File: config.mk
export PLATFORM = sky130hd
export DESIGN_NAME = b3c_queue
export DESIGN_NICKNAME = d
export VERILOG_FILES = /design/src/sv/b3c_pkg.sv /design/src/sv/b3c_queue.sv
export SDC_FILE = /design/constraint.sdc
export NUM_CORES = 1
export LEC_CHECK = 0
export ABC_CLOCK_PERIOD_IN_PS = 38000
export BUFFER_PORTS_ARGS = -buffer_cell sky130_fd_sc_hd__buf_2
export CAP_MARGIN = 15
export CORE_AREA = 2 2 399 401
export DETAILED_ROUTE_END_ITERATION = 8
export DIE_AREA = 0 0 401 403
export PLACE_DENSITY = 0.42
export SYNTH_ARGS = -nofsm -noshare
export SYNTH_HDL_FRONTEND = slang
export SYNTH_SLANG_ARGS = --single-unit
File: constraint.sdc
create_clock -name clk -period 38 [get_ports clk]
set_clock_uncertainty 0.05 [all_clocks]
set_input_delay 1.9 -clock clk [delete_from_list [all_inputs] [get_ports clk]]
set_output_delay 1.9 -clock clk [all_outputs]
set_load 0.02 [all_outputs]
File: src/sv/b3c_pkg.sv
// shared types, constants and mixing function for the chained block compressor
package b3c_pkg;

  localparam int NUM_ROUNDS      = 7;
  localparam int STEPS_PER_ROUND = 4;
  localparam int NUM_STEPS       = NUM_ROUNDS * STEPS_PER_ROUND;
  localparam int WORDS_PER_BLOCK = 16;
  localparam int CV_WORDS        = 8;
  localparam int NUM_LANES       = 4;

  typedef logic [31:0] word_t;

  localparam word_t BLOCK_BYTES = 32'd64;

  localparam word_t IV [4] = '{32'h6A09E667, 32'hBB67AE85, 32'h3C6EF372, 32'hA54FF53A};

  localparam logic [3:0] MSG_PERM [16] = '{
    4'd2, 4'd6, 4'd3, 4'd10, 4'd7, 4'd0, 4'd4, 4'd13,
    4'd1, 4'd11, 4'd12, 4'd5, 4'd9, 4'd14, 4'd15, 4'd8
  };

  // state word positions of the b, c and d inputs of each lane
  localparam logic [3:0] COL_B [4]  = '{4'd4, 4'd5, 4'd6, 4'd7};
  localparam logic [3:0] COL_C [4]  = '{4'd8, 4'd9, 4'd10, 4'd11};
  localparam logic [3:0] COL_D [4]  = '{4'd12, 4'd13, 4'd14, 4'd15};
  localparam logic [3:0] DIAG_B [4] = '{4'd5, 4'd6, 4'd7, 4'd4};
  localparam logic [3:0] DIAG_C [4] = '{4'd10, 4'd11, 4'd8, 4'd9};
  localparam logic [3:0] DIAG_D [4] = '{4'd15, 4'd12, 4'd13, 4'd14};

  typedef enum logic [2:0] {
    REG_KEY_01      = 3'd0,
    REG_KEY_23      = 3'd1,
    REG_KEY_45      = 3'd2,
    REG_KEY_67      = 3'd3,
    REG_COUNTER     = 3'd4,
    REG_BASE_FLAGS  = 3'd5,
    REG_START_FLAGS = 3'd6,
    REG_END_FLAGS   = 3'd7
  } reg_index_t;

  typedef struct packed {
    word_t [15:0] words;
    logic         first;
    logic         last;
  } job_t;

  typedef struct packed {
    word_t [7:0] key;
    logic [63:0] counter;
    logic [7:0]  base_flags;
    logic [7:0]  start_flags;
    logic [7:0]  end_flags;
  } cfg_t;

  typedef struct packed {
    word_t a;
    word_t b;
    word_t c;
    word_t d;
  } quad_t;

  function automatic word_t ror(word_t w, int unsigned n);
    return (w >> n) | (w << (32 - n));
  endfunction

  // one half of the g mix: rotations 16/12 on the first half, 8/7 on the second
  function automatic quad_t half_mix(word_t a, word_t b, word_t c, word_t d, word_t mw,
                                     logic second);
    word_t a1;
    word_t b1;
    word_t c1;
    word_t d1;
    a1 = a + b + mw;
    d1 = second ? ror(d ^ a1, 8) : ror(d ^ a1, 16);
    c1 = c + d1;
    b1 = second ? ror(b ^ c1, 7) : ror(b ^ c1, 12);
    return quad_t'{a: a1, b: b1, c: c1, d: d1};
  endfunction

endpackage

File: src/sv/b3c_queue.sv
// short queue of complete blocks between collection and compression
module b3c_queue #(
  parameter int Depth = 2
) (
  input  logic          clk,
  input  logic          rst,
  input  logic          push,
  input  b3c_pkg::job_t push_job,
  input  logic          pop,
  output b3c_pkg::job_t head,
  output logic          full,
  output logic          empty
);
  import b3c_pkg::*;

  localparam int PtrW = $clog2(Depth);
  localparam int CntW = $clog2(Depth + 1);

  job_t            entries [Depth];
  logic [PtrW-1:0] wr_ptr;
  logic [PtrW-1:0] rd_ptr;
  logic [CntW-1:0] count;

  assign full  = (count == CntW'(Depth));
  assign empty = (count == '0);
  assign head  = entries[rd_ptr];

  always_ff @(posedge clk) begin
    if (rst) begin
      wr_ptr <= '0;
      rd_ptr <= '0;
      count  <= '0;
    end else begin
      if (push) begin
        wr_ptr <= (wr_ptr == PtrW'(Depth - 1)) ? '0 : wr_ptr + PtrW'(1);
      end
      if (pop) begin
        rd_ptr <= (rd_ptr == PtrW'(Depth - 1)) ? '0 : rd_ptr + PtrW'(1);
      end
      priority if (push && !pop) begin
        count <= count + CntW'(1);
      end else if (pop && !push) begin
        count <= count - CntW'(1);
      end
    end
  end

  always_ff @(posedge clk) begin
    if (push) begin
      entries[wr_ptr] <= push_job;
    end
  end

endmodule

==> impl_metrics.toml <==
[clocking]
root_buffer = "clkbuf_16"
cts_setup_buffers = 0
ctsResizeCount = 0
cts_sinks = 1033
holdBufCountCts = 0
numCtsBuffers = 114
path_clk_slew_ns = 0.06
clkLatencyLatePin_ns = 0.69
cts_buffer_depth = 3
cts_tree = "done"
ctsHtreeMaxLevel = 3

[final_layout]
seqCellArea_um2 = 31000
multi_input_area_um2 = 7630
fillerInstances = 15500
fin_util_pct = 31.9
drive_gt1_share_pct = 61.1
final_nets = 3253
synthToLayoutAreaGrowth_pct = 28.1

[synthesis]
synth_xor_area_share_pct = 0.0892
synth-simple-area-share_pct = 0.112
synth_nets = 2140
synthAdderAreaFrac_pct = 0.0319
synthCells = 1621
synth_area_leader_cell = "edfxtp_1"
ys_warn_count = 0
syn-cell-area_um2 = 39300
synth_top_cell_area_share_pct = 78.6
synth-compound-area-share_pct = 0.0255
yosysUniqueCellTypes = 17
ys_seq_elements = 1033
synth-seq-area-share_pct = 78.9
synth_top_family_by_area = "multiplexers"
ys_top_cells_by_area = "edfxtp_1, mux2_4, mux2_2, buf_6, buf_8"
avgSynthCellArea_um2 = 24.2
synthMuxAreaShare_pct = 19.1

[global_route]
grtUsageMet3_pct = 4.96
top_usage_layer = "met2"
gr-usage-met1_pct = 14.1
met2_usage_pct = 23.3
antenna_found_initial = 60
grt_first_pass_wirelength_um = 152000
grtUsageTotal_pct = 12.9
grt_pass1_vias = 21300
overflow = 0
grt_max_degree = 157

[worst_setup_path]
cp_max_fo = 54
required_ns = 36.05
slowest_stage = "buf_4"
crit_path_frequent_cell = "buf_4"
end_kind = "output port"
rr_endpoint = "entries[1][90]$_DFFE_PP_"
r2r_setup_slack_ns = 33.02
startpoint_type = "flop"
slowest_delay_ns = 0.90
crit_arrival_ns = 5.62
worst-r2r-cell-count = 5
path_cells = "buf_4 -> buf_4 -> buf_4 -> buf_4 -> mux2_2 -> buf_2"
worstReg2RegStart = "wr_ptr$_SDFFE_PP0P_"
worst-setup-path-type = "flop to output port"

[outcome]
status = "finished clean"

[detailed_routing]
ant_nets = 0
vias = 19800
drtIter0Drc = 1024
routedWlPerCell_um = 22.2
drtPass1Iterations = 4
routed_wl_um = 109000
via_per_inst = 4.03
drc_errors = 0

[die]
initial_core_util_pct = 24.9
core_area_um2 = 157000
fp.dieH_um = 403
ios = 1034
die_width_um = 401
design.die.area_um2 = 162000
row_count = 146

[sta]
setup_viol = 0
max_freq_mhz = 132
finalHoldViolCount = 0
rsz0062_at_grt = "false"
setup_ws_ns = 30.43
tightest_slew_ns = 1.14
finalSetupTns_ns = 0
drv_slew = 0
post-route-period-util_pct = 19.9
fin_crit_ns = 7.57
slew-limit-headroom_pct = 23.8

[worst_hold_path]
hp-class = "flop to flop"
min_from = "count[1]$_SDFFE_PP0P_"
min_path_cells = 2
hold_end = "count[1]$_SDFFE_PP0P_"

[power]
pwr-share-seq_pct = 48.3
intPower_mw = 2.12
power_mw = 2.80
power_frac_comb_pct = 13.4
p_leak_nw = 19.3
power_switching_mw = 0.685
vdd_drop_max_v = 0.0000389
clkPwrFrac_pct = 38.3
switching_share_pct = 24.4
power.density_nw_per_um2 = 55.7

[run]
maxCapViolations = 0

[placed_design]
gp_congestion = 0.813
dp_slack_ns = 31.06
dpl.hpwl_um = 79000
port_buffers = 1033
## worst max path at each step
stage	start	end	slack (ns)	cells past startpoint
after CTS	flop	head[22]	30.23	6
after global routing	flop	head[21]	30.00	6
after global placement	flop	head[28]	31.14	6
after floorplan	push	entries[0][0]$_DFFE_PP_	12.55	1
after detailed placement	flop	head[19]	31.06	6
final	flop	head[22]	30.43	6
## kinds of logic after synthesis
kind of cell | after synthesis
AOI/OAI and AO/OA | 2
xor gates and xnor gates | 4
adders and majority gates | 1
buffers and inverters | 58
DFF | 1033
muxes | 514
and+or+nand+nor | 9
## routing by layer
layer	wire (um)	share of wire, %
met1	40500	37
met2	56800	52
met3	8860	8.1
met4	2750	2.5
met5	301	0.28
## final cells by class
type	instances	share of cell area, %
Antenna cell	15	0.0746
Clock buffer	154	6.16
Clock inverter	58	1.21
Inverter	1	0.00746
Multi-Input combinational cell	530	15.2
Sequential cell	1033	61.6
Tap cell	2072	5.15
Timing Repair Buffer	1054	10.7
## registers in the layout, summed over array words and instances (netlist names), named ones only
name     count
wr_ptr       1
count        2
entries   1028
rd_ptr       1
## cells in the mapped netlist
| cell | instances |
|---|---|
| nor2_1 | 5 |
| and2_1 | 1 |
| buf_2 | 5 |
| edfxtp_1 | 1028 |
| xnor2_1 | 2 |
| dfxtp_1 | 5 |
| mux2_2 | 54 |
| mux2_4 | 460 |
| buf_8 | 20 |
| xor2_1 | 2 |
| ha_1 | 1 |
| o21ai_0 | 1 |
| nor2b_1 | 2 |
| or3_1 | 1 |
| a21oi_1 | 1 |
| inv_1 | 1 |
| buf_6 | 32 |
## stage by stage
stage                     cells  instance area, um2  hold WS, ns
after detailed placement   4690               46600        0.453
after floorplan            1621               39300        0.411
after CTS                  4902               50300        0.463
after global routing       4911               50300        0.496
final                      4917               50300        0.460
after global placement     4690               46600        0.430
## power groups by stage
stage | Sequential [mW] | Combinational, mW | Clock [mW]
after floorplan | 1.42 | 0.248 | 0
after global placement | 1.38 | 0.377 | 0
after detailed placement | 1.38 | 0.381 | 0
after CTS | 1.35 | 0.382 | 1.11
after global routing | 1.36 | 0.396 | 1.15
final | 1.35 | 0.375 | 1.07
## cell usage in the layout (no fill, tap or decap)
cell type      n
inv_6          1
clkinv_16      4
mux2_4       460
and2_4         1
clkinv_2      12
bufinv_16      8
clkinv_1      21
buf_2       1033
nor2_1         5
a21oi_1        1
inv_8          1
diode_2       15
clkbuf_1      34
dfxtp_1        4
nor2b_1        1
nor2b_4        1
inv_1          1
mux2_2        54
buf_12         3
clkinv_4       4
ha_1           1
or3_1          1
clkbuf_16    117
o21ai_0        1
edfxtp_1    1028
buf_4         18
dfxtp_4        1
xor2_1         2
xnor2_1        2
clkbuf_8       3
clkinvlp_4     7
## worst max-delay path: cells and delay by family (launching register included)
| kind | cells | cell delay (ns) |
|---|---|---|
| buffers and inverters | 5 | 3.41 |
| DFF | 1 | 0.80 |
| muxes | 1 | 0.43 |
Power figures use the tool's default switching activity.
