===== config.mk =====
export PLATFORM = sky130hd
export DESIGN_NAME = b3c_core
export DESIGN_NICKNAME = d
export VERILOG_FILES = /design/src/sv/b3c_pkg.sv /design/src/sv/b3c_core.sv
export SDC_FILE = /design/constraint.sdc
export NUM_CORES = 2
export LEC_CHECK = 0
export BUFFER_PORTS_ARGS = -buffer_cell sky130_fd_sc_hd__buf_2
export CAP_MARGIN = 10
export CORE_MARGIN = 3
export CORE_UTILIZATION = 29
export DETAILED_ROUTE_END_ITERATION = 10
export GPL_TIMING_DRIVEN = 0
export MAX_ROUTING_LAYER = met4
export PLACE_DENSITY = 0.51
export SETUP_SLACK_MARGIN = 0.1
export SLEW_MARGIN = 20
export SYNTH_ARGS = -nofsm -noshare
export SYNTH_HDL_FRONTEND = slang
export SYNTH_SLANG_ARGS = --single-unit

===== constraint.sdc =====
create_clock -name clk -period 36.5 [get_ports clk]
set_input_delay 7.3 -clock clk [delete_from_list [all_inputs] [get_ports clk]]
set_output_delay 7.3 -clock clk [all_outputs]
set_load 0.01 [all_outputs]

===== src/sv/b3c_pkg.sv =====
// shared types, constants and mixing function for the chained block compressor
package b3c_pkg;

  localparam int NUM_ROUNDS      = 7;
  localparam int STEPS_PER_ROUND = 4;
  localparam int NUM_STEPS       = NUM_ROUNDS * STEPS_PER_ROUND;
  localparam int WORDS_PER_BLOCK = 16;
  localparam int CV_WORDS        = 8;
  localparam int NUM_LANES       = 4;

  typedef logic [31:0] word_t;

  localparam word_t BLOCK_BYTES = 32'd64;

  localparam word_t IV [4] = '{32'h6A09E667, 32'hBB67AE85, 32'h3C6EF372, 32'hA54FF53A};

  localparam logic [3:0] MSG_PERM [16] = '{
    4'd2, 4'd6, 4'd3, 4'd10, 4'd7, 4'd0, 4'd4, 4'd13,
    4'd1, 4'd11, 4'd12, 4'd5, 4'd9, 4'd14, 4'd15, 4'd8
  };

  // state word positions of the b, c and d inputs of each lane
  localparam logic [3:0] COL_B [4]  = '{4'd4, 4'd5, 4'd6, 4'd7};
  localparam logic [3:0] COL_C [4]  = '{4'd8, 4'd9, 4'd10, 4'd11};
  localparam logic [3:0] COL_D [4]  = '{4'd12, 4'd13, 4'd14, 4'd15};
  localparam logic [3:0] DIAG_B [4] = '{4'd5, 4'd6, 4'd7, 4'd4};
  localparam logic [3:0] DIAG_C [4] = '{4'd10, 4'd11, 4'd8, 4'd9};
  localparam logic [3:0] DIAG_D [4] = '{4'd15, 4'd12, 4'd13, 4'd14};

  typedef enum logic [2:0] {
    REG_KEY_01      = 3'd0,
    REG_KEY_23      = 3'd1,
    REG_KEY_45      = 3'd2,
    REG_KEY_67      = 3'd3,
    REG_COUNTER     = 3'd4,
    REG_BASE_FLAGS  = 3'd5,
    REG_START_FLAGS = 3'd6,
    REG_END_FLAGS   = 3'd7
  } reg_index_t;

  typedef struct packed {
    word_t [15:0] words;
    logic         first;
    logic         last;
  } job_t;

  typedef struct packed {
    word_t [7:0] key;
    logic [63:0] counter;
    logic [7:0]  base_flags;
    logic [7:0]  start_flags;
    logic [7:0]  end_flags;
  } cfg_t;

  typedef struct packed {
    word_t a;
    word_t b;
    word_t c;
    word_t d;
  } quad_t;

  function automatic word_t ror(word_t w, int unsigned n);
    return (w >> n) | (w << (32 - n));
  endfunction

  // one half of the g mix: rotations 16/12 on the first half, 8/7 on the second
  function automatic quad_t half_mix(word_t a, word_t b, word_t c, word_t d, word_t mw,
                                     logic second);
    word_t a1;
    word_t b1;
    word_t c1;
    word_t d1;
    a1 = a + b + mw;
    d1 = second ? ror(d ^ a1, 8) : ror(d ^ a1, 16);
    c1 = c + d1;
    b1 = second ? ror(b ^ c1, 7) : ror(b ^ c1, 12);
    return quad_t'{a: a1, b: b1, c: c1, d: d1};
  endfunction

endpackage


===== src/sv/b3c_core.sv =====
// compression engine: four lanes, one half g mix per cycle, then output words on a last block
module b3c_core (
  input  logic           clk,
  input  logic           rst,
  input  b3c_pkg::cfg_t  cfg,
  input  b3c_pkg::job_t  job,
  input  logic           q_empty,
  output logic           q_pop,
  output logic           done,
  output b3c_pkg::word_t digest_word,
  output logic [2:0]     word_index,
  output logic           last_out
);
  import b3c_pkg::*;

  typedef enum logic [3:0] {
    ST_IDLE = 4'b0001,
    ST_RUN  = 4'b0010,
    ST_FEED = 4'b0100,
    ST_EMIT = 4'b1000
  } state_t;

  state_t     state;
  logic [4:0] step;
  logic [2:0] idx;
  logic       last_job;
  word_t      v [WORDS_PER_BLOCK];
  word_t      m [WORDS_PER_BLOCK];
  word_t      cv [CV_WORDS];

  word_t      v_mix [WORDS_PER_BLOCK];
  word_t      m_perm [WORDS_PER_BLOCK];
  quad_t      lane_res [NUM_LANES];
  logic [3:0] lb [NUM_LANES];
  logic [3:0] lc [NUM_LANES];
  logic [3:0] ld [NUM_LANES];
  logic       diag;
  logic       second;
  logic [7:0] flags;

  assign second = step[0];
  assign diag   = step[1];
  assign q_pop  = (state == ST_IDLE) && !q_empty;

  assign flags = cfg.base_flags | (job.first ? cfg.start_flags : 8'h00)
               | (job.last ? cfg.end_flags : 8'h00);

  always_comb begin
    for (int j = 0; j < NUM_LANES; j++) begin
      lb[j] = diag ? DIAG_B[j] : COL_B[j];
      lc[j] = diag ? DIAG_C[j] : COL_C[j];
      ld[j] = diag ? DIAG_D[j] : COL_D[j];
      // message word 8*diag + 2*lane + second
      lane_res[j] = half_mix(v[j], v[lb[j]], v[lc[j]], v[ld[j]],
                             m[{diag, 2'(j), second}], second);
    end
    v_mix = v;
    for (int j = 0; j < NUM_LANES; j++) begin
      v_mix[j]     = lane_res[j].a;
      v_mix[lb[j]] = lane_res[j].b;
      v_mix[lc[j]] = lane_res[j].c;
      v_mix[ld[j]] = lane_res[j].d;
    end
    for (int i = 0; i < WORDS_PER_BLOCK; i++) begin
      m_perm[i] = m[MSG_PERM[i]];
    end
  end

  always_ff @(posedge clk) begin
    if (rst) begin
      state <= ST_IDLE;
      step  <= '0;
      idx   <= '0;
      done  <= 1'b0;
    end else begin
      done <= 1'b0;
      unique case (state)
        ST_IDLE: begin
          if (!q_empty) begin
            state <= ST_RUN;
            step  <= '0;
          end
        end
        ST_RUN: begin
          step <= step + 5'd1;
          if (step == 5'(NUM_STEPS - 1)) begin
            state <= ST_FEED;
          end
        end
        ST_FEED: begin
          idx   <= '0;
          state <= last_job ? ST_EMIT : ST_IDLE;
        end
        ST_EMIT: begin
          done <= 1'b1;
          idx  <= idx + 3'd1;
          if (idx == 3'(CV_WORDS - 1)) begin
            state <= ST_IDLE;
          end
        end
        default: state <= ST_IDLE;
      endcase
    end
  end

  always_ff @(posedge clk) begin
    unique case (state)
      ST_IDLE: begin
        if (!q_empty) begin
          for (int i = 0; i < CV_WORDS; i++) begin
            v[i] <= job.first ? cfg.key[i] : cv[i];
          end
          for (int i = 0; i < 4; i++) begin
            v[CV_WORDS+i] <= IV[i];
          end
          v[12] <= cfg.counter[31:0];
          v[13] <= cfg.counter[63:32];
          v[14] <= BLOCK_BYTES;
          v[15] <= {24'h000000, flags};
          for (int i = 0; i < WORDS_PER_BLOCK; i++) begin
            m[i] <= job.words[i];
          end
          last_job <= job.last;
        end
      end
      ST_RUN: begin
        v <= v_mix;
        // schedule moves on after the diagonal second half closes a round
        if (step[1:0] == 2'b11) begin
          m <= m_perm;
        end
      end
      ST_FEED: begin
        for (int i = 0; i < CV_WORDS; i++) begin
          cv[i] <= v[i] ^ v[i+CV_WORDS];
        end
      end
      ST_EMIT: begin
        digest_word <= cv[idx];
        word_index  <= idx;
        last_out    <= (idx == 3'(CV_WORDS - 1));
      end
      default: ;
    endcase
  end

endmodule


==> flow_summary.ini <==
[status]
status = finished, violations left
violations = max-capacitance violations, max-slew violations

[place]
dp.cells = 14100
hpwl_mm = 733
numPortBuffers = 897
globalplace.congestion = 1.23
pre_cts_slack_ns = 13.20

[routing]
routed_via_density = 6.41
ant_nets = 0
vias = 94000
drtIter0Drc = 17600
drc_errors = 0
drt_pass1_iterations = 10
wl_per_cell_um = 58.6
drt-total-wl_mm = 859

[global_route]
track_usage_pct = 53.6
overflow = 0
antenna_found_initial = 206
grt_max_degree = 81
grt_pass1_wl_mm = 1030
grt_pass1_vias = 85600

[timing]
period_share_pct = 68.2
fin_crit_ns = 24.90
hold_violations = 0
rsz0062_at_grt = no
max_slew_margin_pct = -22.5
slew_violations = 3
max_clock_freq_ghz = 0.0402
tightest_slew_ns = 1.83
final.setup.worst_slack_ns = 11.60
setup_viol = 0
finClkSkew_ns = 0.0655

[synthesis]
ys_types = 107
syn_inst = 8790
ys_ff_latch = 1330
syn-num-nets = 10000
synthArstFlopShare_pct = 0
synth_edf_count = 1317
yosysMostFrequentCell = nand2_1
yosysTopAreaCell = edfxtp_1
yosysWarnings = 0
synth_commonest_cells = nand2_1, edfxtp_1, mux2i_1
syn_area_sq_mm = 0.0906
avgSynthCellArea_sq_um = 10.3
synth_area_leaders = edfxtp_1, nand2_1, mux2i_1, mux4_2, xor2_1
synth_top_area_share_pct = 43.6
ys_seq_area_share_pct = 43.9
synthFlopType = edfxtp_1

[floorplanning]
chipWidth_um = 565
rows = 204
start_util_pct = 29.2
core_sq_mm = 0.310
io_pins = 899
die_h_um = 565
dieArea_sq_mm = 0.319

[clocking]
clockBufferDepth = 4
htreeDepth = 4
clkTransAtPathRegs_ns = 0.07
cts_hold_buffers = 0
cts_sinks = 1330
cts_tree = done
insertion_delay_ns = 0.94
cts_buffers = 176
post-cts-setup-buffers = 0
ctsRootBufferMaster = clkbuf_16
cts_resized = 0

[layout]
nFillCells = 31300
finalNonFillerCells = 14700
final_nets = 11400
final-seq-area_sq_mm = 0.0398
area_growth_pct = 25.7
drive_gt1_share_pct = 24.4
multi_input_area_sq_mm = 0.0495

[worst_setup_path]
worst_path_max_delay_cell = buf_2
cp.arrival_ns = 25.49
path_class = reg2reg
cp_common_cell = buf_2
cp_max_fo = 13
crit_required_ns = 37.10
critPathCaptureType = register
slowest_delay_ns = 1.10
crit_path_start_kind = register

[worst_hold_path]
min_path_type = reg2reg

[job]
maxCapViolCount = 1
==> state kept, by name (all words and copies together), names as in the netlist <==
register,flops
word_index,3
idx,3
step,5
digest_word,32
done,1
m,512
last_job,1
cv,256
last_out,1
v,512
state,4
==> routing by layer <==
layer,part of all wire (%),vias up,GRT usage (%)
met5,0,-,-
met4,10,0,42.8
met3,14,2104,24.9
met2,40,8801,71.5
met1,36,48300,61.1
li1,-,34800,-
==> layout by cell type (no fill, tap or decap), types with 222 or more instances in the layout <==
cell type  count
nand2_1     2088
edfxtp_1    1317
buf_2       1024
mux2i_1      525
nor2_1       493
xor2_1       435
o21ai_0      414
a21oi_1      395
mux2_2       276
xnor2_1      259
ha_1         240
clkbuf_2     222
==> stage by stage <==
step	setup TNS [ns]	cell area [sq um]	hold slack [ns]	utilization [%]
detailed placement	0	107000	0.486	34.7
finish	0	114000	0.495	36.8
global route	0	114000	0.518	36.7
CTS	0	113000	0.495	36.5
floorplan	0	90600	0.435	-
global placement	-4427.79	100000	0.456	32.4
==> final timing paths <==
check                           cells after the start  slack, ns     from            end
worst max-delay path                               48      11.60  step[1]         v[301]
worst min-delay path                                0       0.49   idx[2]  word_index[2]
worst max register to register                     48      11.60  step[1]         v[301]
worst min register to register                      0       0.49   idx[2]  word_index[2]
==> worst max-delay path, delay by kind of cell, from the launching register on <==
| family | cells | cell delay [ns] |
|---|---|---|
| mux | 2 | 0.97 |
| xor+xnor | 4 | 2.42 |
| buf+inv | 16 | 9.99 |
| fa+ha+maj | 4 | 2.01 |
| compound gates | 18 | 7.05 |
| flops | 1 | 0.33 |
| simple gates | 4 | 1.43 |
==> cells by family after synthesis <==
family / Yosys count / share of synthesized area [%]
AO/OA/AOI/OAI: 1567 / 11.0
XOR/XNOR: 799 / 7.96
adder cells (fa/ha/maj): 378 / 6.28
buffers and inverters: 643 / 2.70
flip-flops: 1330 / 43.9
multiplexers: 1034 / 14.5
AND/OR/NAND/NOR: 3039 / 13.7
==> layout make-up <==
| cell class | count | share of cell area, % |
|---|---|---|
| well taps | 4120 | 4.53 |
| multi-input cells | 6817 | 43.5 |
| diodes | 204 | 0.448 |
| clock inverters | 105 | 0.933 |
| plain buffers | 503 | 2.04 |
| clock buffers | 212 | 4.07 |
| inverters | 140 | 0.473 |
| repair buffers | 1229 | 9.09 |
| flip-flops and latches | 1330 | 34.9 |
Power is not shown: default switching activity piles up to over one toggle a cycle in this logic, so the estimate is an artifact.
