$ cat config.mk
export PLATFORM = sky130hd
export DESIGN_NAME = b3c_front
export DESIGN_NICKNAME = d
export VERILOG_FILES = /design/src/sv/b3c_pkg.sv /design/src/sv/b3c_front.sv
export SDC_FILE = /design/constraint.sdc
export NUM_CORES = 1
export LEC_CHECK = 0
export BUFFER_PORTS_ARGS = -buffer_cell sky130_fd_sc_hd__buf_2
export CORE_AREA = 2 2 213 215
export DETAILED_ROUTE_END_ITERATION = 8
export DIE_AREA = 0 0 215 217
export PLACE_DENSITY = 0.59
export SLEW_MARGIN = 5
export SYNTH_ARGS = -nofsm -noshare
export SYNTH_HDL_FRONTEND = slang
export SYNTH_SLANG_ARGS = --single-unit
$ cat constraint.sdc
create_clock -name clk -period 4.35 [get_ports clk]
set_clock_uncertainty 0.05 [all_clocks]
set_input_delay 0.2175 -clock clk [delete_from_list [all_inputs] [get_ports clk]]
set_output_delay 0.2175 -clock clk [all_outputs]
set_load 0.01 [all_outputs]
$ cat src/sv/b3c_pkg.sv
// shared types, constants and mixing function for the chained block compressor
package b3c_pkg;

  localparam int NUM_ROUNDS      = 7;
  localparam int STEPS_PER_ROUND = 4;
  localparam int NUM_STEPS       = NUM_ROUNDS * STEPS_PER_ROUND;
  localparam int WORDS_PER_BLOCK = 16;
  localparam int CV_WORDS        = 8;
  localparam int NUM_LANES       = 4;

  typedef logic [31:0] word_t;

  localparam word_t BLOCK_BYTES = 32'd64;

  localparam word_t IV [4] = '{32'h6A09E667, 32'hBB67AE85, 32'h3C6EF372, 32'hA54FF53A};

  localparam logic [3:0] MSG_PERM [16] = '{
    4'd2, 4'd6, 4'd3, 4'd10, 4'd7, 4'd0, 4'd4, 4'd13,
    4'd1, 4'd11, 4'd12, 4'd5, 4'd9, 4'd14, 4'd15, 4'd8
  };

  // state word positions of the b, c and d inputs of each lane
  localparam logic [3:0] COL_B [4]  = '{4'd4, 4'd5, 4'd6, 4'd7};
  localparam logic [3:0] COL_C [4]  = '{4'd8, 4'd9, 4'd10, 4'd11};
  localparam logic [3:0] COL_D [4]  = '{4'd12, 4'd13, 4'd14, 4'd15};
  localparam logic [3:0] DIAG_B [4] = '{4'd5, 4'd6, 4'd7, 4'd4};
  localparam logic [3:0] DIAG_C [4] = '{4'd10, 4'd11, 4'd8, 4'd9};
  localparam logic [3:0] DIAG_D [4] = '{4'd15, 4'd12, 4'd13, 4'd14};

  typedef enum logic [2:0] {
    REG_KEY_01      = 3'd0,
    REG_KEY_23      = 3'd1,
    REG_KEY_45      = 3'd2,
    REG_KEY_67      = 3'd3,
    REG_COUNTER     = 3'd4,
    REG_BASE_FLAGS  = 3'd5,
    REG_START_FLAGS = 3'd6,
    REG_END_FLAGS   = 3'd7
  } reg_index_t;

  typedef struct packed {
    word_t [15:0] words;
    logic         first;
    logic         last;
  } job_t;

  typedef struct packed {
    word_t [7:0] key;
    logic [63:0] counter;
    logic [7:0]  base_flags;
    logic [7:0]  start_flags;
    logic [7:0]  end_flags;
  } cfg_t;

  typedef struct packed {
    word_t a;
    word_t b;
    word_t c;
    word_t d;
  } quad_t;

  function automatic word_t ror(word_t w, int unsigned n);
    return (w >> n) | (w << (32 - n));
  endfunction

  // one half of the g mix: rotations 16/12 on the first half, 8/7 on the second
  function automatic quad_t half_mix(word_t a, word_t b, word_t c, word_t d, word_t mw,
                                     logic second);
    word_t a1;
    word_t b1;
    word_t c1;
    word_t d1;
    a1 = a + b + mw;
    d1 = second ? ror(d ^ a1, 8) : ror(d ^ a1, 16);
    c1 = c + d1;
    b1 = second ? ror(b ^ c1, 7) : ror(b ^ c1, 12);
    return quad_t'{a: a1, b: b1, c: c1, d: d1};
  endfunction

endpackage

$ cat src/sv/b3c_front.sv
// word collection and block classification in front of the block queue
module b3c_front (
  input  logic           clk,
  input  logic           rst,
  input  logic           start,
  input  b3c_pkg::word_t msg_word,
  input  logic           last_block,
  input  logic           q_full,
  output logic           busy,
  output logic           q_push,
  output b3c_pkg::job_t  q_job
);
  import b3c_pkg::*;

  word_t      blk [WORDS_PER_BLOCK-1];
  logic [3:0] word_count;
  logic       first_pending;
  logic       accept;
  logic       block_end;

  assign block_end = (word_count == 4'(WORDS_PER_BLOCK - 1));
  // only the closing word of a block needs room in the queue
  assign busy      = block_end && q_full;
  assign accept    = start && !busy;
  assign q_push    = accept && block_end;

  always_comb begin
    for (int i = 0; i < WORDS_PER_BLOCK - 1; i++) begin
      q_job.words[i] = blk[i];
    end
    q_job.words[WORDS_PER_BLOCK-1] = msg_word;
    q_job.first = first_pending;
    q_job.last  = last_block;
  end

  always_ff @(posedge clk) begin
    if (rst) begin
      word_count    <= '0;
      first_pending <= 1'b1;
    end else if (accept) begin
      if (block_end) begin
        word_count    <= '0;
        first_pending <= last_block;
      end else begin
        word_count <= word_count + 4'd1;
      end
    end
  end

  always_ff @(posedge clk) begin
    if (accept && !block_end) begin
      blk[word_count] <= msg_word;
    end
  end

endmodule

==> key figures, run 1 <==
Finish
  • Post-Route Utilization: 0.456
  • Inserted Diodes: 0
  • Filler Cell Count: 3862
  • Design Area, Final: about 20000 um^2
  • P&R area growth vs syn: 34.9%
  • Layout Nets: 1223
  • Share of cells above drive strength 1: 0.530

Drt
  • DR vias/cell: roughly 4.4
  • Wirelength per Cell: roughly 23 um
  • Routed Antenna Nets: 0
  • Vias after detailed routing: 8098
  • DRC: 0
  • First DRT Iteration DRCs: ~550
  • Total wire length: just over 40 mm
  • Router iterations before antenna repair: 4

Setup path
  • Crit path max fanout: 32
  • Flop2flop setup slack: between 1.5 and 2 ns
  • Worst EP required: about 4.5 ns
  • Reg2Reg Depth: 2
  • Setup CP Type: reg -> reg
  • Worst EP arrival: 2.69 ns
  • Crit path launch type: flip-flop
  • CP Capture Type: flip-flop

Timing
  • Final worst-path cycle share: 0.587
  • Final setup violation count: 0
  • Slew HR: 0.151
  • Max-slew violations: 0
  • Final hold violations: 0
  • Worst-Margin Slew: 1.27 ns
  • Fmax: 0.391 GHz
  • Minimum hold slack: about 0.036 ns
  • Final min period: roughly 2.6 ns
  • RSZ-0062 raised after global routing: false
  • Setup_tns: 0 ns

Clock network
  • CTS tree: done
  • Clock sink total: between 400 and 500
  • Post-CTS sizing: 0
  • CTS max path bufs: 3
  • Root Driver: clkbuf_16
  • H-tree depth: 2
  • Worst-Skew Late Latency: ~0.57 ns
  • Num CTS Buffers: between 40 and 50
  • Worst-path clk slew: about 0.060 ns

Logic synthesis
  • Commonest cells post-synth: 480 x edfxtp_1, 35 x buf_4, 12 x nor2_1
  • Synth Cell Area: roughly 15000 um^2
  • #FFs+latches synth: 485
  • Compound-Gate Fraction of Synth Area: 0.00364
  • Area leader, netlist: edfxtp_1
  • XOR/XNOR share of the synthesized area: 0
  • Simple-gate share of the synthesized area: 0.0129
  • Largest family of logic cells by synthesized area: buffers and inverters
  • Count of cell types in the netlist: 24
  • Syn nets: 612
  • Ys Warns: 0
  • Yosys top cell area share: 0.953
  • Synth top area cells: edfxtp_1 95%, buf_4 1.7%, dfxtp_1 0.66%
  • Seq/Total Area, Yosys: 0.960
  • Predominant post-synthesis flop cell: edfxtp_1
  • Avg Inst Size Synth: 26.5 um^2
  • Post-synthesis cell count: 571
  • Post-synthesis mux area share: 0.000662
  • Ys async rst share: 0
  • Most common cell in the netlist: edfxtp_1
  • Adder-Cell Fraction of Synth Area: 0.00331
  • Post-synth EDFFs: 480

Power
  • Clock share of power: 0.421
  • Total power: 9.44 mW
  • Power density over the cells: 463 nW/um^2
  • Comb power frac: 0.028
  • Seq pwr share: 0.551
  • Switching part of the total: 0.201
  • Static leakage: 7.64 nW
  • Sw power: approximately 1.9 mW
  • Pint: 7.55 mW
  • Worst ir drop on vdd: 0.000320 V

Place
  • Port-buffer cells: 552
  • Placed cell area: 18500 um^2
  • Placer Congestion: 0.766
  • HPWL Detailed: 26.4 mm

Global routing
  • Largest net degree at the start of global routing: 33
  • Vias in the first global route: 7997
  • Antenna violations before repair: 0
  • Global-route wire length before repair: around 57 mm
  • Tot GR Track Use: 0.171
  • Total grt overflow: 0

Min path
  • Hold Crit Class: in -> reg
  • Hold Path Cell Cnt: 1

Die
  • Initial core utilization: 0.338
  • Row count: between 70 and 80
  • Core Area: 44700 um^2
  • Ports: around 550
  • Die area: 46700 um^2
  • Die span in y: about 220 um
  • Die Wd: between 200 and 250 um

Flow run
  • Max_cap viols: 0

Status
  • Status: complete, no violations
state kept, by name, summed over array words and instances (netlist names):
signal,cells
blk,480
word_count,4
first_pending,1
stage by stage:
stage | setup slack, ns | instances
floorplan | 0.829 | 571
global placement | 1.88 | 1695
detailed placement | 1.74 | 1695
CTS | 1.70 | 1822
global route | 1.67 | 1823
finish | 1.80 | 1823
layout by cell type (no fill, tap or decap):
master | Yosys | final
clkinv_4 | 0 | 2
clkinvlp_4 | 0 | 2
clkinv_1 | 0 | 10
clkbuf_1 | 0 | 16
dlygate4sd3_1 | 0 | 35
and2_2 | 0 | 3
nand2b_1 | 1 | 1
buf_2 | 0 | 552
nand4bb_1 | 1 | 1
a2111oi_2 | 1 | 1
buf_12 | 0 | 1
nor3_2 | 0 | 4
nor2_1 | 12 | 4
and4_1 | 1 | 1
a21oi_1 | 2 | 2
nand3_2 | 1 | 1
nand4_4 | 1 | 1
nand3_1 | 2 | 2
ha_1 | 4 | 4
inv_6 | 0 | 3
bufinv_16 | 0 | 2
edfxtp_1 | 480 | 480
clkinv_2 | 0 | 6
nor2b_1 | 1 | 1
mux2i_1 | 1 | 1
o31ai_1 | 2 | 2
clkbuf_16 | 0 | 51
nor3b_4 | 1 | 1
inv_1 | 3 | 3
a211oi_1 | 2 | 2
nand2_1 | 5 | 5
nor2_4 | 0 | 8
dfxtp_1 | 5 | 5
buf_4 | 35 | 10
cell families (layout without fill, tap and decap cells):
logic type      count (synthesis)  in the layout
buf+inv                        41            693
compound gates                  7              7
simple gates                   33             33
fa+ha+maj                       4              4
flops                         485            485
mux                             1              1
metal layers:
layer  wire, um  vias up  track usage  part of all wire
met3       3380       57       0.0520             0.081
met1      16200     4142        0.209              0.39
met5          0        -            0                 0
met4        860        0       0.0487             0.021
met2      21000      426        0.294              0.51
li1           -     3473            -                 -
power by group through the flow:
stage / logic, mW / clock network [mW] / registers, mW
after floorplan: 0.0617 / 0 / 5.33
after global placement: 0.235 / 0 / 5.30
after detailed placement: 0.241 / 0 / 5.30
after CTS: 0.264 / 4.08 / 5.21
after global routing: 0.282 / 4.24 / 5.21
final: 0.262 / 3.98 / 5.21
area by class of cell:
type / count / area (um^2) / share of cell area
Clock buffer: 67 / 1340 / 0.0655
Clock inverter: 25 / 186 / 0.00914
Timing Repair Buffer: 598 / 3210 / 0.157
Sequential cell: 485 / 14500 / 0.711
Multi-Input combinational cell: 45 / 394 / 0.0193
Tap cell: 600 / 751 / 0.0368
Inverter: 3 / 11.3 / 0.000552
final timing paths:
kind | endpoint | start
setup reg to reg | blk[4][14] | word_count[2]
hold / removal | blk[5][31] | msg_word[31]
setup / recovery | blk[4][14] | word_count[2]
hold reg to reg | word_count[3] | word_count[1]
critical path, cell delays in order (launching register included):
cell     delay [ns]
dfxtp_1        0.67
nand2_1        0.37
nor2_4         1.04
what timing repair did:
action / in CTS / in global routing
buffers inserted: 0 / 0
endpoints found under the hold margin: 409 / 0
hold buffers: 35 / 0
Note: power is estimated with default switching activity, not from simulation.
==> run 2, diff against run 1 <==
Settings changed: CORE_AREA 2 2 213 215 to 2 2 212 214, DIE_AREA 0 0 215 217 to 0 0 214 216, PLACE_DENSITY 0.59 to 0.61.
Clock period 4.35 ns to 2.3 ns, I/O delays scaled along.
==> run 2 against run 1 <==
Effect of this change: register-to-register slack lost 1.6 ns; critical path depth rose by 1; power rose by 95%; largest cell class unchanged; highest routed layer unchanged.
==> key figures, run 2 (synthesis gave the netlist of run 1 again) <==
Status
  • Status: complete, no violations

Die
  • Die area: 46200 um^2 (-0.92%)
  • Row count: 77 (-1.3%)
  • Die span in y: 216 um (-0.46%)
  • Core Area: 43800 um^2 (-1.9%)
  • Initial core utilization: 0.345 (+0.00665)
  • Ports: 553 (unchanged)
  • Die Wd: 214 um (-0.47%)

Setup path
  • CP Capture Type: flip-flop
  • Worst EP arrival: 2.25 ns (-0.44 ns)
  • Crit path launch type: flip-flop
  • Crit path max fanout: 13 (-59%)
  • Setup CP Type: reg -> reg
  • Worst EP required: 2.42 ns (-2.06 ns)

Finish
  • Largest registers: blk: 480 flops, word_count: 4 flops, first_pending: 1 flops
  • Share of cells above drive strength 1: 0.543 (+0.0137)
  • Non-Filler Instances: 1845 (+1.2%)
  • P&R area growth vs syn: 37.8%
  • Commonest non-fill, non-tap cell in the layout: buf_2
  • Register bank with the most flops: blk
  • Inserted Diodes: 0 (unchanged)
  • Layout Nets: 1255 (+2.6%)
  • Max FFs per register: 480 (unchanged)
  • Most frequent cells in the layout: 552 x buf_2, 480 x edfxtp_1, 51 x clkbuf_16

Timing
  • Worst-Margin Slew: 1.20 ns (-0.0659 ns)
  • Slew HR: 0.197 (+0.0451)
  • Fmax: 0.470 GHz (+20%)
  • Final setup violation count: 0 (unchanged)
  • Minimum hold slack: 0.378 ns (+0.342 ns)
  • Final hold violations: 0 (unchanged)
  • Final min period: 2.13 ns (-0.425 ns)
  • RSZ-0062 raised after global routing: false
  • Final worst-path cycle share: 0.926 (+0.339)
  • Max-slew violations: 0 (unchanged)

Global routing
  • Tot GR Track Use: 0.180 (+0.00924)
  • Vias in the first global route: 8202 (+2.6%)
  • Antenna violations before repair: 1 (+1)
  • Largest net degree at the start of global routing: 33 (unchanged)
  • Global-route wire length before repair: 59.2 mm (+3.6%)
  • Total grt overflow: 0 (unchanged)

Power
  • Power density over the cells: 883 nW/um^2 (+91%)
  • Static leakage: 7.85 nW (+2.8%)
  • Worst ir drop on vdd: 0.000670 V (+110%)

Clock network
  • Worst-path clk slew: 0.06 ns (about the same)
  • Num CTS Buffers: 49 (unchanged)
  • CTS tree: done
  • CTS max path bufs: 3 (unchanged)
  • Worst-Skew Late Latency: 0.56 ns (about the same)
  • Root Driver: clkbuf_16
  • Clock sink total: 485 (unchanged)
  • H-tree depth: 2 (unchanged)

Drt
  • Routed Antenna Nets: 0 (unchanged)
  • Total wire length: 43.2 mm (+4.2%)
  • Wirelength per Cell: 23.4 um (+3.0%)
  • Vias after detailed routing: 8238 (+1.7%)
  • DR vias/cell: 4.47 (+0.52%)
  • DRC: 0 (unchanged)
  • First DRT Iteration DRCs: 577 (+5.5%)
  • Router iterations before antenna repair: 4 (unchanged)

Place
  • HPWL Detailed: 27.5 mm (+4.2%)
  • Placer Congestion: 0.761 (-0.72%)
  • Placed Cells: 1711 (+0.94%)
  • Port-buffer cells: 552 (unchanged)

Flow run
  • Max_cap viols: 0 (unchanged)

Min path
  • Hold Crit Class: in -> reg
## run 2: cell count changes in the layout (fill, tap and decap cells not counted), moves of 2 or more
cell	before	now
dlygate4sd3_1	35	39
nor3_2	4	0
clkbuf_1	16	11
clkinv_1	10	8
clkinv_2	6	8
buf_12	1	6
buf_4	10	31
nor3_4	0	4
bufinv_16	2	7
## run 2: final timing paths
kind,slack (ns),start,cells past startpoint,end
max reg2reg,0.17,word_count[3],3,blk[6][13]
min,0.38,rst,3,word_count[2]
min reg2reg,0.57,word_count[0],3,word_count[0]
max,0.17,word_count[3],3,blk[6][13]
## run 2: layout make-up
class / count / area [um^2]
clock buffer: 62 / 1320
clock inverter: 28 / 323
fill: 3649 / 23000
inverter: 3 / 11.3
multi-input combinational: 47 / 437
sequential: 485 / 14500
tap: 592 / 741
timing repair buffer: 628 / 3510
## run 2: timing repair
item,4_1_cts,5_1_grt
resized for setup,0,1
endpoints found under the setup margin,6,26
endpoints found under the hold margin,483,0
setup buffers,0,3
hold buffers,39,0
cloned,1,1
pin swaps,1,2
## run 2: critical path: stages, from the launching register on
cell     delay, ns
dfxtp_1       0.31
inv_1         0.07
nand2_1       0.27
nor2_2        1.02
## run 2: where the power goes
part	switching, mW	internal (mW)	leakage (nW)	total, mW
Combinational	0.366	0.168	2.67	0.534
Clock	3.19	4.84	0.802	8.04
Sequential	0.0231	9.82	4.38	9.84
Total	3.58	14.8	7.85	18.4
## run 2: per-stage QoR
| step | setup slack, ns | TNS, ns | power (mW) | area, um^2 | utilization |
|---|---|---|---|---|---|
| after global placement | -0.0522 | -0.422 | 10.5 | 18800 | 0.428 |
| after detailed placement | -0.115 | -0.688 | 10.5 | 18800 | 0.428 |
| after floorplan | -0.350 | -30.25 | 10.2 | 15200 | - |
| final | 0.170 | 0 | 18.4 | 20800 | 0.476 |
| after global routing | 0.0933 | 0 | 19.0 | 20800 | 0.476 |
| after CTS | -0.0143 | -0.0663 | 18.6 | 20800 | 0.475 |
## run 2: routing by layer
layer	track usage	share of wire	vias to the layer above
li1	-	-	3532
met1	0.227	0.41	4239
met2	0.307	0.50	403
met3	0.0457	0.069	64
met4	0.0545	0.022	0
met5	0	0	-
